**src/hw/rtl/cau_pkg.sv**
```systemverilog
// shared types and constants of the complex arithmetic unit
// no dependencies; used by the interfaces and every module of the block
package cau_pkg;

	localparam int OPERAND_WIDTH_DEF = 16;
	localparam int RES_W             = 32;
	localparam int QUOT_BITS         = 32;
	localparam int SCALE_BITS        = 16;
	localparam int FRAC_BITS         = 8;
	localparam int QUEUE_DEPTH       = 4;

	typedef enum logic [1:0] {
		KIND_ADD = 2'd0,
		KIND_SUB = 2'd1,
		KIND_MUL = 2'd2,
		KIND_DIV = 2'd3
	} kind_t;

	// classification of one item, handed from the front end to the divider side
	typedef struct packed {
		logic is_div;
		logic dz;
		logic sat;
		logic neg_re;
		logic neg_im;
		logic big_re;
		logic big_im;
	} ctrl_t;

endpackage

```
**src/hw/rtl/cau_queue.sv**
```systemverilog
// small fifo that decouples the front end from the divider pipeline
// uses cau_pkg for the default depth
module cau_queue #(
	parameter int WIDTH = 8,
	parameter int DEPTH = cau_pkg::QUEUE_DEPTH
) (
	input  logic             clk,
	input  logic             arst_n,
	input  logic             push,
	input  logic [WIDTH-1:0] push_data,
	output logic             full,
	input  logic             pop,
	output logic [WIDTH-1:0] pop_data,
	output logic             empty
);
	import cau_pkg::*;

	localparam int AW = (DEPTH > 1) ? $clog2(DEPTH) : 1;
	localparam int CW = $clog2(DEPTH + 1);

	logic [WIDTH-1:0] mem_q [DEPTH];
	logic [AW-1:0]    wr_q, rd_q;
	logic [CW-1:0]    cnt_q;
	logic             do_push, do_pop;

	assign full     = (cnt_q == CW'(DEPTH));
	assign empty    = (cnt_q == '0);
	assign do_push  = push && !full;
	assign do_pop   = pop && !empty;
	assign pop_data = mem_q[rd_q];

	always_ff @(posedge clk or negedge arst_n) begin
		if (!arst_n) begin
			wr_q  <= '0;
			rd_q  <= '0;
			cnt_q <= '0;
		end else begin
			if (do_push) begin
				wr_q <= (wr_q == AW'(DEPTH - 1)) ? '0 : wr_q + 1'b1;
			end
			if (do_pop) begin
				rd_q <= (rd_q == AW'(DEPTH - 1)) ? '0 : rd_q + 1'b1;
			end
			case ({do_push, do_pop})
				2'b10:   cnt_q <= cnt_q + 1'b1;
				2'b01:   cnt_q <= cnt_q - 1'b1;
				default: cnt_q <= cnt_q;
			endcase
		end
	end

	always_ff @(posedge clk) begin
		if (do_push) begin
			mem_q[wr_q] <= push_data;
		end
	end

endmodule

```
**config.mk**
```make
export PLATFORM = sky130hd
export DESIGN_NAME = cau_queue
export DESIGN_NICKNAME = d
export VERILOG_FILES = /design/src/hw/rtl/cau_pkg.sv /design/src/hw/rtl/cau_queue.sv
export SDC_FILE = /design/constraint.sdc
export NUM_CORES = 1
export LEC_CHECK = 0
export ABC_CLOCK_PERIOD_IN_PS = 3100
export BUFFER_PORTS_ARGS = -buffer_cell sky130_fd_sc_hd__buf_2
export CORE_MARGIN = 4
export CORE_UTILIZATION = 48
export CTS_BUF_LIST = sky130_fd_sc_hd__clkbuf_4
export CTS_CLUSTER_SIZE = 8
export DETAILED_ROUTE_END_ITERATION = 12
export GPL_TIMING_DRIVEN = 0
export PLACE_DENSITY = 0.68
export SYNTH_ARGS = -nofsm -noshare
export SYNTH_HDL_FRONTEND = slang
export SYNTH_SLANG_ARGS = --single-unit
```
**constraint.sdc**
```tcl
create_clock -name clk -period 3.1 [get_ports clk]
set_clock_uncertainty 0.15 [all_clocks]
set_input_delay 0.465 -clock clk [delete_from_list [all_inputs] [get_ports clk]]
set_output_delay 0.465 -clock clk [all_outputs]
set_load 0.005 [all_outputs]
```
After elaboration in Yosys (flattened, before gate mapping):

Memories as Yosys holds them, arrays and structs flattened.
Cells that the tools add are included.

* memories: 1
* memory bits (read-only): 0
* output and inout bits: 10
* memory bits (writable): 32
* latch bits: 0
* word-level logic and storage cells: 24
* register bits after elaboration: 7

* equality and inequality tests: 5
* $add $sub $neg: 4
* muxes and demuxes: 5
* $lt $le $gt $ge: 0
* shifts and indexed selects: 0
* bitwise operators: 0
* multipliers: 0
* div/mod/pow operators: 0
* reduce and logical (&&, ||, !) cells: 6

Memories
* mem_q: words 4, width 8, rd ports 1, clocked after memory_dff 0, write ports 1, line cau_queue.sv:21 `logic [WIDTH-1:0] mem_q [DEPTH];`

Operators with widths (number)
* $eq 2x2->1 const B: 3
* $pmux 3 s2: 1
* $add 2x1->2 const B: 2
* $mux 2: 2
* $add 3x1->3 const B: 1
* $eq 3x3->1 const B: 1
* $logic_not 3->1: 1
* $sub 3x1->3 const B: 1
* $eq 2x1->1 const B: 1
* $logic_and 1x1->1: 2
* $logic_not 1->1: 2
* $mux 1: 2
* $reduce_bool 2->1: 1

Depth between registers and ports, before layout:

Gate-level depths: netlist of the first run.

* depth in word-level cells: 5
* depth in mapped cells: 9
* mapped depth without buffers: 9

Worst setup path before layout of the first run:

No wires, ideal clock.

* path kind: reg-to-reg
* from: register cnt_q[0]
* to: register cnt_q[2]
* period minus slack after synthesis: 2.219 ns
* slack: 0.881 ns
* cell stages (with the launch flop): 10
* setup time: 0.079 ns
* arrival time: 1.989 ns
* cell sequence: dfrtp_1 > or3b_4 > and2_4 > inv_1 > ha_1 > inv_1 > fa_1 > xor2_1 > nor2_1 > xor2_1

* longest elaborated chain between the ends: 5
* elaborated cells between the ends (all ways): 12

RTL lines
* start: declaration: line cau_queue.sv:23 `logic [CW-1:0] cnt_q;`
* start signal: assignment: line cau_queue.sv:45 `2'b10: cnt_q <= cnt_q + 1'b1;`
* start signal: assignment: line cau_queue.sv:46 `2'b01: cnt_q <= cnt_q - 1'b1;`
* start signal: assignment: line cau_queue.sv:47 `default: cnt_q <= cnt_q;`
* $eq 3x3->1 / $logic_not 3->1 (equally long branches): line cau_queue.sv:26, cau_queue.sv:27
* $logic_not 1->1, on equally long branches: line cau_queue.sv:28, cau_queue.sv:29
* $logic_and 1x1->1, on equally long branches: line cau_queue.sv:28, cau_queue.sv:29
* $eq 2x1->1 / $eq 2x2->1 (equally long branches): line cau_queue.sv:44 `case ({do_push, do_pop})`
* $pmux 3 s2 / $reduce_bool 2->1 (equally long branches)

Several ways; a longest one is shown, not always the timed one.
A chain may end at the register's enable or synchronous reset.

Worst setup path in the final report of the first run:

Same ends and word-level chain as after synthesis.

==> run summary, run 1 <==
Antenna diodes = 0
warning count from the yosys run = 0
Core Rows = 20
pwr dens = 893 nW/µm²
DRC = 0
f_max = 420 MHz
period utilization = 0.767
Yosys top cell area share = 0.596
placed cell area = 1770 µm²
total die area = 4350 µm²
# port buffers = 21
syn nets = 102
TritonCTS Buffers = 5
CTS max path bufs = 2
combined area of all synthesized cells = 1610 µm²
clock period minus worst slack = 2.38 ns
initial antenna violation count = 0
top post-synthesis cells by area = edfxtp_1 (60%), mux4_2 (11%), dfrtp_1 (11%)
CP startpoint = cnt_q[0]
synthesized flop and latch total = 39
leak pwr = 0.741 nW
worst hold-check path type = in -> reg
fin area = 1860 µm²
Syn Inst Count = 83
total power = 0.00166 W
Yosys cell types = 19
post-synthesis mux area share = 0.151
Final WS setup = 0.722 ns
post-CTS setup buffer count = 0
reg2reg start = cnt_q[0]
critical path arrival = 2.48 ns
GPL Wtd Cong = 0.738
share of cells above drive strength 1 = 0.416
Ports = 22
largest net degree at the start of global routing = 13
nets = 131
H-tree level count = 2
most frequent cells in the layout = edfxtp_1 (32), buf_2 (22), inv_1 (8), mux4_2 (8), dfrtp_1 (7)
CTS tree = built
worst-path cell chain = or3b_4 > and2_4 > inv_1 > ha_1 > inv_1 > fa_1 > xor2_1 > nor2_1 > xor2_1
Pre-Repair DR Iteration Count = 2
hold_sp = push_data[1]
relative slew slack = 0.679
drt initial violations = 23
Max Transition Viols Final = 0
WL per Instance = 14.9 µm
# Max-Cap Violations = 0
final WL = 2340 µm
Critical-path top delay cell = dfrtp_1
Post-Synth Adder-Cell Area = 0.0590
startpoint types = flop
worst slack, placed = 0.755 ns
CORE AREA = 3130 µm²
Finish-stage setup viols = 0
clock network latency to the later pin of the worst-skew pair = 0.32 ns
largest area contributor in the netlist = edfxtp_1
Setup crit end kind = flop
VDD IR-drop max = 0.473 mV
Syn Area/Cell = 19.4 µm²
critical path peak fanout = 6
clock sink count = 39
sequential fraction of the synthesis area = 0.705
Die W = 65.9 µm
first-pass GRT wire length = 3900 µm
synth-to-layout area growth = 15.3%
outcome = finished clean
RSZ-0062 raised after global routing = no
post-synthesis simple-gate area fraction = 0.0450
worst-margin pin slew = 0.481 ns
Final Hold Viols = 0
DIE HEIGHT = 65.9 µm
max incr delay on CP = 0.44 ns
total number of vias = 780
Synth Area in XOR/XNOR = 0.0163
setup tns final = 0 ns
critical path type = reg -> reg
Final HPWL DP = 1660 µm
Final ANT Viol Nets = 0
commonest non-fill, non-tap cell in the layout = edfxtp_1
vias in the first global route = 861
largest family of logic cells by synthesized area = multiplexers
total grt overflow = 0
worst path required time = 3.20 ns
GRT Util Overall = 0.126
Starting Density = 0.515
Synth Area in Compound Gates = 0
Clock Root Buffer = clkbuf_4
Reg clk slew, reported paths = 0.11 ns
drt via density = 4.97
-- report_power, final --
part	internal (W)	leakage (nW)	switching [W]
sequential	0.000709	0.375	0.0000599
combinational	0.000308	0.323	0.000267
clock	0.000166	0.0426	0.000150
total	0.00118	0.741	0.000477
-- repair_timing --
| item | 4_1_cts | 5_1_grt |
|---|---|---|
| hold endpoints to repair | 7 | 0 |
| resized for setup | 0 | 0 |
| hold buffers | 1 | 0 |
-- worst paths after layout --
| check | to | slack, ns | depth (start not counted) |
|---|---|---|---|
| max in group asynchronous | cnt_q[0] | 2.31 | 2 |
| worst max-delay path | cnt_q[2] | 0.72 | 9 |
| min in group asynchronous | rd_q[1] | 0.34 | 2 |
| worst min register to register | cnt_q[2] | 0.35 | 1 |
| worst max register to register | cnt_q[2] | 0.72 | 9 |
| worst min-delay path | mem_q[0][1] | 0.20 | 1 |
-- cell type report --
type,instances,area (µm²)
Buffer,2,8.76
Tap cell,44,55.1
Clock buffer,5,37.5
Inverter,8,30.0
Multi-Input combinational cell,34,437
Clock inverter,3,38.8
Timing Repair Buffer,22,115
Fill cell,234,1270
Sequential cell,39,1140
-- cell usage after synthesis (all sizes together) --
cell	instances
edfxtp	32
inv	8
mux4	8
dfrtp	7
ha	6
and3	4
mux2	4
nor2	3
buf	2
xor2	2
and2	1
fa	1
mux2i	1
nand2b	1
nor3	1
or3b	1
xnor2	1
-- stage by stage --
stage | utilization | cells | hold slack, ns
finish | 0.594 | 157 | 0.204
floorplan | - | 83 | 0.0194
CTS | 0.594 | 157 | 0.188
global route | 0.594 | 157 | 0.182
global placement | 0.566 | 148 | 0.152
detailed placement | 0.566 | 148 | 0.154
-- worst max-delay path, delay by kind of cell (launching register included) --
family | cells | cell delay (ns)
flip-flops | 1 | 0.44
adder cells (fa/ha/maj) | 2 | 0.55
AND/OR/NAND/NOR | 3 | 0.74
buffers and inverters | 2 | 0.11
XOR/XNOR | 2 | 0.31
-- layer usage --
metal / part of all wire / global-route usage / up-vias / wire [µm]
li1: - / - / 374 / -
met1: 0.43 / 0.145 / 389 / 995
met2: 0.52 / 0.217 / 15 / 1220
met3: 0.044 / 0.0442 / 2 / 103
met4: 0.0073 / 0.0457 / 0 / 17
met5: 0 / 0 / - / 0
-- sequential cells by signal, indices dropped and copies added (netlist names) --
register and count:
wr_q 2, cnt_q 3, mem_q 32, rd_q 2
-- kinds of logic after synthesis --
kind of cell | Yosys count
xor gates and xnor gates | 3
DFF | 39
muxes | 13
buffers and inverters | 10
and+or+nand+nor | 11
adders and majority gates | 7
(Power assumes the default switching activity.)
==> inputs of run 2 (changes only) <==
- ABC_CLOCK_PERIOD_IN_PS: 3100 -> 2200
- clock period: 3.1 -> 2.2 ns (I/O delays scaled with it)
==> run summary, run 2 (synthesis gave the netlist of run 1 again) <==
outcome = finished clean
worst hold-check path type = in -> reg
worst-margin pin slew = 0.263 ns
drt initial violations = 37
Ports = 22
Final ANT Viol Nets = 0
VDD IR-drop max = 0.559 mV
Die W = 65.9 µm
TritonCTS Buffers = 5
clock network latency to the later pin of the worst-skew pair = 0.34 ns
f_max = 462 MHz
# port buffers = 21
pwr dens = 1240 nW/µm²
placed cell count = 148
Antenna diodes = 0
Final HPWL DP = 1790 µm
Setup crit end kind = flop
Finish-stage setup viols = 0
commonest non-fill, non-tap cell in the layout = edfxtp_1
Pre-Repair DR Iteration Count = 4
DIE HEIGHT = 65.9 µm
share of cells above drive strength 1 = 0.483
critical path type = reg -> reg
H-tree level count = 2
final core area utilization = 0.608
total die area = 4350 µm²
Reg clk slew, reported paths = 0.12 ns
total number of vias = 845
critical path peak fanout = 2
CTS max path bufs = 2
period utilization = 0.983
critical path arrival = 2.28 ns
most frequent cells in the layout = edfxtp_1 (32), buf_2 (21), mux4_2 (8)
leak pwr = 0.753 nW
R2R Setup Slk = 0.04 ns
Final Hold Viols = 0
GPL Wtd Cong = 0.721
first-pass GRT wire length = 4320 µm
Core Rows = 20
nets = 136
synth-to-layout area growth = 17.9%
clock period minus worst slack = 2.16 ns
CORE AREA = 3130 µm²
total power = 0.00237 W
hold_ws = 0.0395 ns
startpoint types = flop
final WL = 2740 µm
RSZ-0062 raised after global routing = yes
largest net degree at the start of global routing = 13
# Max-Cap Violations = 0
WL per Instance = 16.9 µm
GRT Util Overall = 0.143
vias in the first global route = 925
relative slew slack = 0.825
drt via density = 5.22
CTS tree = built
DRC = 0
initial antenna violation count = 0
worst path required time = 2.32 ns
clock sink count = 39
Starting Density = 0.515
max reg flops = 32
Largest regs = mem_q x32, cnt_q x3
Final Non-Filler Cells = 162
Max Transition Viols Final = 0
Clock Root Buffer = clkbuf_4
total grt overflow = 0
Top reg by flops = mem_q
-- run 2: cell types whose count changed in the layout (fill, tap and decap cells not counted), sizes merged --
cell      previous run  this run
buf                 23        27
bufinv               1         0
clkbuf               5         6
clkinvlp             0         1
-- run 2: routing by layer --
layer / routed length (µm) / part of all wire / track usage
met1: 1100 / 0.40 / 0.162
met2: 1450 / 0.53 / 0.238
met5: 0 / 0 / 0
met4: 58 / 0.021 / 0.0685
met3: 135 / 0.049 / 0.0544
-- run 2: cell type report --
cell class / count / area, µm²
fillers: 237 / 1230
flip-flops and latches: 39 / 1140
multi-input cells: 34 / 459
repair buffers: 27 / 153
well taps: 44 / 55.1
clock buffers: 5 / 37.5
inverters: 8 / 32.5
clock inverters: 3 / 15.0
plain buffers: 2 / 12.5
-- run 2: power by group --
| part | leakage, nW | internal, W | total [W] | switching, W |
|---|---|---|---|---|
| Sequential | 0.375 | 0.00100 | 0.00108 | 0.0000831 |
| Clock | 0.0263 | 0.000117 | 0.000343 | 0.000225 |
| Combinational | 0.351 | 0.000507 | 0.000940 | 0.000433 |
| Total | 0.753 | 0.00162 | 0.00237 | 0.000742 |
-- run 2: repair_timing --
item / in CTS / in global routing
resized for setup: 2 / 6
hold endpoints to repair: 7 / 0
endpoints found under the setup margin: 9 / 10
pin swaps: 4 / 3
hold buffers: 1 / 0
setup buffers: 4 / 1
-- run 2: through the flow --
stage	TNS (ns)	setup WS (ns)	area (µm²)
floorplan	0	0.00580	1610
global placement	-0.0829	-0.0829	1770
detailed placement	-0.102	-0.102	1770
CTS	-0.0298	-0.0298	1870
global route	-0.0659	-0.0659	1900
finish	0	0.0376	1900
-- run 2: critical path, cell delays in order (launching register included) --
cell	delay, ns
dfrtp_1	0.41
or3b_4	0.40
and2_4	0.16
inv_4	0.05
ha_4	0.13
inv_2	0.04
fa_2	0.32
xor2_1	0.15
nor2_1	0.14
xor2_1	0.15
-- run 2: final timing paths --
| path | from | endpoint | cells past startpoint |
|---|---|---|---|
| setup / recovery | cnt_q[1] | cnt_q[2] | 9 |
| hold / removal | push_data[0] | mem_q[3][0] | 1 |
| setup reg to reg | cnt_q[1] | cnt_q[2] | 9 |
| hold reg to reg | cnt_q[2] | cnt_q[2] | 1 |
| max in group asynchronous | arst_n | rd_q[1] | 2 |
| min in group asynchronous | arst_n | cnt_q[0] | 2 |
