## src/hw/rtl/cau_pkg.sv

```systemverilog
// shared types and constants of the complex arithmetic unit
// no dependencies; used by the interfaces and every module of the block
package cau_pkg;

	localparam int OPERAND_WIDTH_DEF = 16;
	localparam int RES_W             = 32;
	localparam int QUOT_BITS         = 32;
	localparam int SCALE_BITS        = 16;
	localparam int FRAC_BITS         = 8;
	localparam int QUEUE_DEPTH       = 4;

	typedef enum logic [1:0] {
		KIND_ADD = 2'd0,
		KIND_SUB = 2'd1,
		KIND_MUL = 2'd2,
		KIND_DIV = 2'd3
	} kind_t;

	// classification of one item, handed from the front end to the divider side
	typedef struct packed {
		logic is_div;
		logic dz;
		logic sat;
		logic neg_re;
		logic neg_im;
		logic big_re;
		logic big_im;
	} ctrl_t;

endpackage

```

## src/hw/rtl/cau_in_if.sv

```systemverilog
// operand channel: valid/ready handshake with kind and two complex operands
// depends on cau_pkg
interface cau_in_if #(
	parameter int W = cau_pkg::OPERAND_WIDTH_DEF
);
	logic                valid;
	logic                ready;
	logic [1:0]          kind;
	logic signed [W-1:0] x_re;
	logic signed [W-1:0] x_im;
	logic signed [W-1:0] y_re;
	logic signed [W-1:0] y_im;

	modport source (output valid, kind, x_re, x_im, y_re, y_im, input ready);
	modport sink   (input valid, kind, x_re, x_im, y_re, y_im, output ready);
endinterface

```

## src/hw/rtl/cau_front.sv

```systemverilog
// front end: accepts operand transactions, forms products, sums and the divisor
// magnitude, finishes add/sub/mul results and classifies divides; uses cau_pkg
module cau_front #(
	parameter int W = cau_pkg::OPERAND_WIDTH_DEF
) (
	input  logic                         clk,
	input  logic                         arst_n,
	cau_in_if.sink                       operands,
	output logic                         push_valid,
	input  logic                         push_ready,
	output cau_pkg::ctrl_t               push_ctrl,
	output logic [cau_pkg::RES_W-1:0]    push_pre_re,
	output logic [cau_pkg::RES_W-1:0]    push_pre_im,
	output logic [2*W:0]                 push_mag_re,
	output logic [2*W:0]                 push_mag_im,
	output logic [2*W-1:0]               push_den
);
	import cau_pkg::*;

	localparam int PW  = 2 * W;
	localparam int SW  = 2 * W + 1;
	localparam int CLW = (SW > RES_W + 1) ? SW : RES_W + 1;
	localparam int BW  = SW + SCALE_BITS;

	logic adv;
	logic v_s1, v_s2, v_s3;

	kind_t                kind_s1, kind_s2;
	logic signed [PW-1:0] prr_s1, pii_s1, pri_s1, pir_s1, yyr_s1, yyi_s1;
	logic signed [W:0]    sr_s1, si_s1;
	logic signed [SW-1:0] sum_re_s2, sum_im_s2;
	logic [PW-1:0]        den_s2;

	ctrl_t                ctrl_s3;
	logic [RES_W-1:0]     pre_re_s3, pre_im_s3;
	logic [SW-1:0]        mag_re_s3, mag_im_s3;
	logic [PW-1:0]        den_s3;

	// signed clip to the result range, returns {sat, value}
	function automatic logic [RES_W:0] clip_res(input logic signed [SW-1:0] v);
		logic signed [CLW-1:0] e;
		logic signed [CLW-1:0] hi;
		logic signed [CLW-1:0] lo;
		logic [RES_W:0]        r;
		e  = CLW'(v);
		hi = CLW'(32'sh7FFF_FFFF);
		lo = CLW'(32'sh8000_0000);
		if (e > hi) begin
			r = {1'b1, 32'h7FFF_FFFF};
		end else if (e < lo) begin
			r = {1'b1, 32'h8000_0000};
		end else begin
			r = {1'b0, e[RES_W-1:0]};
		end
		return r;
	endfunction

	function automatic logic [SW-1:0] mag_of(input logic signed [SW-1:0] v);
		logic signed [SW-1:0] n;
		n = -v;
		return v[SW-1] ? $unsigned(n) : $unsigned(v);
	endfunction

	assign adv            = !v_s3 || push_ready;
	assign operands.ready = adv;

	always_ff @(posedge clk or negedge arst_n) begin
		if (!arst_n) begin
			v_s1 <= 1'b0;
			v_s2 <= 1'b0;
			v_s3 <= 1'b0;
		end else if (adv) begin
			v_s1 <= operands.valid;
			v_s2 <= v_s1;
			v_s3 <= v_s2;
		end
	end

	// stage 1: all products and the add/sub sums
	always_ff @(posedge clk) begin
		if (adv) begin
			kind_s1 <= kind_t'(operands.kind);
			prr_s1  <= operands.x_re * operands.y_re;
			pii_s1  <= operands.x_im * operands.y_im;
			pri_s1  <= operands.x_re * operands.y_im;
			pir_s1  <= operands.x_im * operands.y_re;
			yyr_s1  <= operands.y_re * operands.y_re;
			yyi_s1  <= operands.y_im * operands.y_im;
			if (kind_t'(operands.kind) == KIND_SUB) begin
				sr_s1 <= (W+1)'(operands.x_re) - (W+1)'(operands.y_re);
				si_s1 <= (W+1)'(operands.x_im) - (W+1)'(operands.y_im);
			end else begin
				sr_s1 <= (W+1)'(operands.x_re) + (W+1)'(operands.y_re);
				si_s1 <= (W+1)'(operands.x_im) + (W+1)'(operands.y_im);
			end
		end
	end

	// stage 2: combine products per operation
	always_ff @(posedge clk) begin
		if (adv) begin
			kind_s2 <= kind_s1;
			den_s2  <= $unsigned(yyr_s1) + $unsigned(yyi_s1);
			case (kind_s1)
				KIND_ADD, KIND_SUB: begin
					sum_re_s2 <= SW'(sr_s1) <<< FRAC_BITS;
					sum_im_s2 <= SW'(si_s1) <<< FRAC_BITS;
				end
				KIND_MUL: begin
					sum_re_s2 <= SW'(prr_s1) - SW'(pii_s1);
					sum_im_s2 <= SW'(pri_s1) + SW'(pir_s1);
				end
				default: begin
					sum_re_s2 <= SW'(prr_s1) + SW'(pii_s1);
					sum_im_s2 <= SW'(pir_s1) - SW'(pri_s1);
				end
			endcase
		end
	end

	// stage 3: finish non-divide results, classify divides
	always_ff @(posedge clk) begin
		logic [RES_W:0] cr;
		logic [RES_W:0] ci;
		logic [SW-1:0]  mr;
		logic [SW-1:0]  mi;
		logic [BW-1:0]  dsh;
		if (adv) begin
			cr  = clip_res(sum_re_s2);
			ci  = clip_res(sum_im_s2);
			mr  = mag_of(sum_re_s2);
			mi  = mag_of(sum_im_s2);
			dsh = BW'({den_s2, {SCALE_BITS{1'b0}}});
			pre_re_s3      <= cr[RES_W-1:0];
			pre_im_s3      <= ci[RES_W-1:0];
			mag_re_s3      <= mr;
			mag_im_s3      <= mi;
			den_s3         <= den_s2;
			ctrl_s3.is_div <= (kind_s2 == KIND_DIV);
			ctrl_s3.dz     <= (kind_s2 == KIND_DIV) && (den_s2 == '0);
			ctrl_s3.sat    <= cr[RES_W] | ci[RES_W];
			ctrl_s3.neg_re <= sum_re_s2[SW-1];
			ctrl_s3.neg_im <= sum_im_s2[SW-1];
			ctrl_s3.big_re <= BW'(mr) >= dsh;
			ctrl_s3.big_im <= BW'(mi) >= dsh;
		end
	end

	assign push_valid  = v_s3;
	assign push_ctrl   = ctrl_s3;
	assign push_pre_re = pre_re_s3;
	assign push_pre_im = pre_im_s3;
	assign push_mag_re = mag_re_s3;
	assign push_mag_im = mag_im_s3;
	assign push_den    = den_s3;

endmodule

```

## src/flat_wrapper.sv

```systemverilog
// flat-port wrapper written by rule: the top's interface ports become plain ports
module cau_front_flat import cau_pkg::*;
#(
	parameter int W = cau_pkg::OPERAND_WIDTH_DEF
)
  (clk, arst_n, push_valid, push_ready, push_ctrl, push_pre_re, push_pre_im, push_mag_re, push_mag_im, push_den, operands_valid, operands_kind, operands_x_re, operands_x_im, operands_y_re, operands_y_im, operands_ready);
  cau_in_if #(.W(W)) operands_i ();
  input  logic clk;
  input  logic arst_n;
  output logic push_valid;
  input  logic push_ready;
  output cau_pkg::ctrl_t push_ctrl;
  output logic [cau_pkg::RES_W-1:0] push_pre_re;
  output logic [cau_pkg::RES_W-1:0] push_pre_im;
  output logic [2*W:0] push_mag_re;
  output logic [2*W:0] push_mag_im;
  output logic [2*W-1:0] push_den;
  input wire logic [$bits(operands_i.valid)-1:0] operands_valid;
  input wire logic [$bits(operands_i.kind)-1:0] operands_kind;
  input wire logic [$bits(operands_i.x_re)-1:0] operands_x_re;
  input wire logic [$bits(operands_i.x_im)-1:0] operands_x_im;
  input wire logic [$bits(operands_i.y_re)-1:0] operands_y_re;
  input wire logic [$bits(operands_i.y_im)-1:0] operands_y_im;
  output wire logic [$bits(operands_i.ready)-1:0] operands_ready;
  assign operands_i.valid = operands_valid;
  assign operands_i.kind = operands_kind;
  assign operands_i.x_re = operands_x_re;
  assign operands_i.x_im = operands_x_im;
  assign operands_i.y_re = operands_y_re;
  assign operands_i.y_im = operands_y_im;
  assign operands_ready = operands_i.ready;
  cau_front #(.W(W)) u_core (.clk(clk), .arst_n(arst_n), .operands(operands_i), .push_valid(push_valid), .push_ready(push_ready), .push_ctrl(push_ctrl), .push_pre_re(push_pre_re), .push_pre_im(push_pre_im), .push_mag_re(push_mag_re), .push_mag_im(push_mag_im), .push_den(push_den));
endmodule
```

## config.mk

```make
export PLATFORM = sky130hd
export DESIGN_NAME = cau_front_flat
export DESIGN_NICKNAME = d
export VERILOG_FILES = /design/src/hw/rtl/cau_pkg.sv /design/src/hw/rtl/cau_in_if.sv /design/src/hw/rtl/cau_front.sv /design/src/flat_wrapper.sv
export SDC_FILE = /design/constraint.sdc
export NUM_CORES = 2
export LEC_CHECK = 0
export ABC_AREA = 1
export BUFFER_PORTS_ARGS = -buffer_cell sky130_fd_sc_hd__buf_2
export CORE_MARGIN = 2
export CORE_UTILIZATION = 34
export DETAILED_ROUTE_END_ITERATION = 10
export HOLD_SLACK_MARGIN = 0.12
export PLACE_DENSITY = 0.61
export SLEW_MARGIN = 20
export SYNTH_ARGS = -nofsm -noshare
export SYNTH_HDL_FRONTEND = slang
export SYNTH_SLANG_ARGS = --single-unit
```

## constraint.sdc

```tcl
create_clock -name clk -period 35.5 [get_ports clk]
set_input_delay 5.325 -clock clk [delete_from_list [all_inputs] [get_ports clk]]
set_output_delay 5.325 -clock clk [all_outputs]
set_load 0.01 [all_outputs]
```

# Yosys cells after proc, flatten, opt, wreduce, memory -nomap -nowiden
# Index checks and enable logic that the tools add are counted.
# W data, S select, Z words.
dict set report classes {
  add_sub_neg 11
  multipliers 6
  magnitude_cmp 6
  n_eq_ne 4
  n_mux 12
  bitwise 1
  n_reduce_logical 6
}
# operator n
set op_table {}
lappend op_table {{$mux W33} 8}
lappend op_table {{$mul A16 B16 Y32} 6}
lappend op_table {{$pmux W33 S2} 2}
lappend op_table {{$ge A33 B48 Y1} 2}
lappend op_table {{$add A32 B32 Y33} 2}
lappend op_table {{$gt A33 B32 Y1 const B} 2}
lappend op_table {{$lt A33 B32 Y1 const B} 2}
lappend op_table {{$neg A33 Y33} 2}
lappend op_table {{$sub A32 B32 Y33} 2}
lappend op_table {{$add A16 B16 Y17} 2}
lappend op_table {{$mux W17} 2}
lappend op_table {{$sub A16 B16 Y17} 2}
lappend op_table {{$add A32 B32 Y32} 1}
lappend op_table {{$logic_not A32 Y1} 1}
lappend op_table {{$eq A2 B1 Y1 const B} 2}
lappend op_table {{$eq A2 B2 Y1 const B} 2}
lappend op_table {{$logic_not A2 Y1} 1}
lappend op_table {{$reduce_or A2 Y1} 1}
lappend op_table {{$logic_and A1 B1 Y1} 1}
lappend op_table {{$logic_not A1 Y1} 1}
lappend op_table {{$logic_or A1 B1 Y1} 1}
lappend op_table {{$or A1 B1 Y1} 1}
dict set report totals {
  regBits 500
  output_inout_bits 171
  wordCells 74
}

# Depth between registers and ports, before layout
dict set report depth {
  depth_word 5
  depth_mapped 29
  mapped_depth_nobuf 27
}

# Worst setup path after synthesis
# OpenSTA, ideal clock, no wires.
dict set report synth_timing {
  path_kind {input to output}
  from {input push_ready}
  to {output operands_ready}
  arrival_ns 15.875
  required_ns 30.175
  slack_ns 14.300
  path_stages 2
  path_cell_list {inv_1 -> nand2_1}
}
dict set report synth_via {
  elab_chain_len 1
}
# item line
set synth_rtl {}
lappend synth_rtl {{from (decl)} flat_wrapper.sv:11} ;# input logic push_ready;
lappend synth_rtl {{$logic_or A1 B1 Y1} cau_front.sv:64} ;# assign adv = !v_s3 || push_ready;
lappend synth_rtl {{to (decl)} flat_wrapper.sv:24} ;# output wire logic [$bits(operands_i.ready)-1:0] operands_ready;
# Every way passes these cells.

# Worst setup path in the final report
# Ends and elaborated chain as after synthesis.

==> results.json <==
{
  "status": "complete, no violations",
  "clk_pin_slew_ps": 70,
  "antenna_left": 0,
  "async_flop_share": 0.00602,
  "avgSynthCellArea_um2": 8.52,
  "drc_errors": 0,
  "fin_worst_skew_ps": 67.2,
  "worstPathArrival_ps": 6130,
  "firstDrtPassIters": 6,
  "r2r_start": "u_core.kind_s1[0]",
  "syn_nets": 12464,
  "htreeDepth": 2,
  "synth_edf_count": 495,
  "die_x_um": 509,
  "ios": 241,
  "ys_ff_latch": 498,
  "finalSetupViolCount": 0,
  "finalNetCount": 12523,
  "dieArea_mm2": 0.259,
  "syn_inst": 10190,
  "synthToLayoutAreaGrowth_pct": 7.79,
  "coreArea_mm2": 0.254,
  "ff2ff_path_depth": 14,
  "fin_cells": 13678,
  "hold_class": "flip-flop to flip-flop",
  "avgRoutedWirePerCell_um": 18.1,
  "grt-ovfl-total": 0,
  "cts.path.max_buffers": 3,
  "r2r_end": "u_core.sum_im_s2[19]",
  "r2r_slack_ps": 30810,
  "worst_slew_pin_slew_ps": 1200,
  "n_fill_cell": 26118,
  "startpoint": "push_ready",
  "antenna_found_initial": 48,
  "fin_crit_sh": 0.323,
  "slew_viol_final": 0,
  "rsz0062_at_grt": "false",
  "cts.sinks": 498,
  "place_inst": 13556,
  "grt_start_max_net_pins": 82,
  "cts-root-buf": "clkbuf_16",
  "netlist-cell-type-count": 64,
  "cts_made_buffers": 57,
  "place_hpwl_um": 198000,
  "worstSetupStartpointType": "primary input",
  "drive_above_1_share": 0.0501,
  "min_path_cells": 0,
  "grt_pass1_wl_um": 390000,
  "grt_usage": 0.195,
  "io_buffer_count": 240,
  "min_from": "u_core.den_s2[18]",
  "seq_area_frac_synth": 0.172,
  "final_cell_mix": "2828 x inv_1, 2120 x nand2_1, 1522 x fa_1",
  "row_count": 185,
  "via_count": 65062,
  "synth_top_area_cell": "fa_1",
  "wl_um": 248000,
  "max-slew-margin-rel": 0.188,
  "globalplace.congestion": 0.942,
  "crit_end": "operands_ready",
  "synth_warnings": 0,
  "ys.flop_type": "edfxtp_1",
  "cts_tree": "yes",
  "die_h_um": 509,
  "finalHoldViolations": 0,
  "post_cts_resized": 0,
  "start_util": 0.342,
  "hold_buffers": 0,
  "vias_per_cell": 4.76,
  "synth_area_mm2": 0.0868,
  "cp-end-kind": "output pin",
  "drt_iter0_drc": 5394,
  "drv_cap": 0,
  "final_common_cell": "inv_1",
  "layout_min_cycle_time_ps": 11450,
  "critPathMaxFanout": 18,
  "finalSetupTns_ps": 0,
  "required_ps": 30170,
  "grt_pass1_vias": 66696,
  "post-cts-setup-buffers": 0,
  "fmax_ghz": 0.0873,
  "crit_type": "primary input to output pin",
  "worstSkewPairLatency_ps": 740,
  "synth.area.top_cells": "fa_1 35%, edfxtp_1 17%, inv_1 12%",
  "synth.top_cell.area_share": 0.351
}
[through the flow]
stage | setup WS [ps] | area [µm²] | hold WS, ps | utilization
final | 24050 | 93600 | 444 | 0.368
after global routing | 23810 | 93500 | 455 | 0.368
after CTS | 23940 | 93500 | 449 | 0.368
after detailed placement | 23440 | 91600 | 432 | 0.361
after global placement | 23410 | 91600 | 429 | 0.361
after floorplan | 14300 | 86800 | 417 | -
[worst min path at each step]
| stage | endpoint | slack (ps) |
|---|---|---|
| after floorplan | u_core.push_den[19] | 420 |
| after global placement | u_core.push_valid | 430 |
| after detailed placement | u_core.push_den[18] | 430 |
| after CTS | u_core.push_den[18] | 450 |
| after global routing | u_core.push_den[18] | 450 |
| final | u_core.push_den[18] | 440 |
[synthesized netlist by cell type (all sizes together) (5+ instances only)]
cell	n
inv	2838
nor2	486
nand3b	5
o31ai	7
nand3	225
fa	1522
a21oi	354
a221oi	9
xor2	295
o21bai	37
nand4	72
a21boi	16
o221a	5
o21a	11
buf	79
nor4	30
ha	682
xnor2	127
clkbuf	233
a21o	49
or2	35
o211ai	15
edfxtp	495
nor3	70
o21ai	293
a211oi	5
a31oi	34
nand2	2126
[per-layer routing]
metal	vias to the layer above	part of all wire	GRT usage
li1	30477	-	-
met1	32046	0.45	0.278
met2	2197	0.44	0.307
met3	314	0.081	0.0340
met4	28	0.025	0.0457
met5	-	0.00069	0
[critical path, stage by stage]
cell,delay [ps]
buf_2,70
inv_1,50
nand2_4,360
buf_2,280
[cell type report]
cell class                      instances  area (µm²)  share of cell area
Antenna cell                           17        42.5            0.000455
Clock buffer                           61        1440              0.0154
Clock inverter                         44         494             0.00528
Inverter                             2839       10700               0.114
Multi-Input combinational cell       6541       60000               0.642
Sequential cell                       498       14900               0.160
Tap cell                             3366        4210              0.0450
Timing Repair Buffer                  312        1740              0.0186
[logic make-up (layout without fill, tap and decap cells)]
logic type / count (synthesis) / after routing / share of synthesized area
flip-flops: 498 / 498 / 0.172
AND/OR/NAND/NOR: 3058 / 3058 / 0.143
other: 0 / 17 / 0
adder cells (fa/ha/maj): 2204 / 2204 / 0.449
AO/OA/AOI/OAI: 855 / 855 / 0.0565
multiplexers: 2 / 2 / 0.000259
XOR/XNOR: 422 / 422 / 0.0426
buffers and inverters: 3151 / 3256 / 0.136
[state kept, by name, summed over array words and instances (netlist names), 33 cells and up]
name and flops:
u_core.sum_im_s2 33, u_core.push_mag_im 33, u_core.sum_re_s2 33, u_core.push_mag_re 33
Power is not shown: default switching activity piles up to over one toggle a cycle in this logic, so the estimate is an artifact.
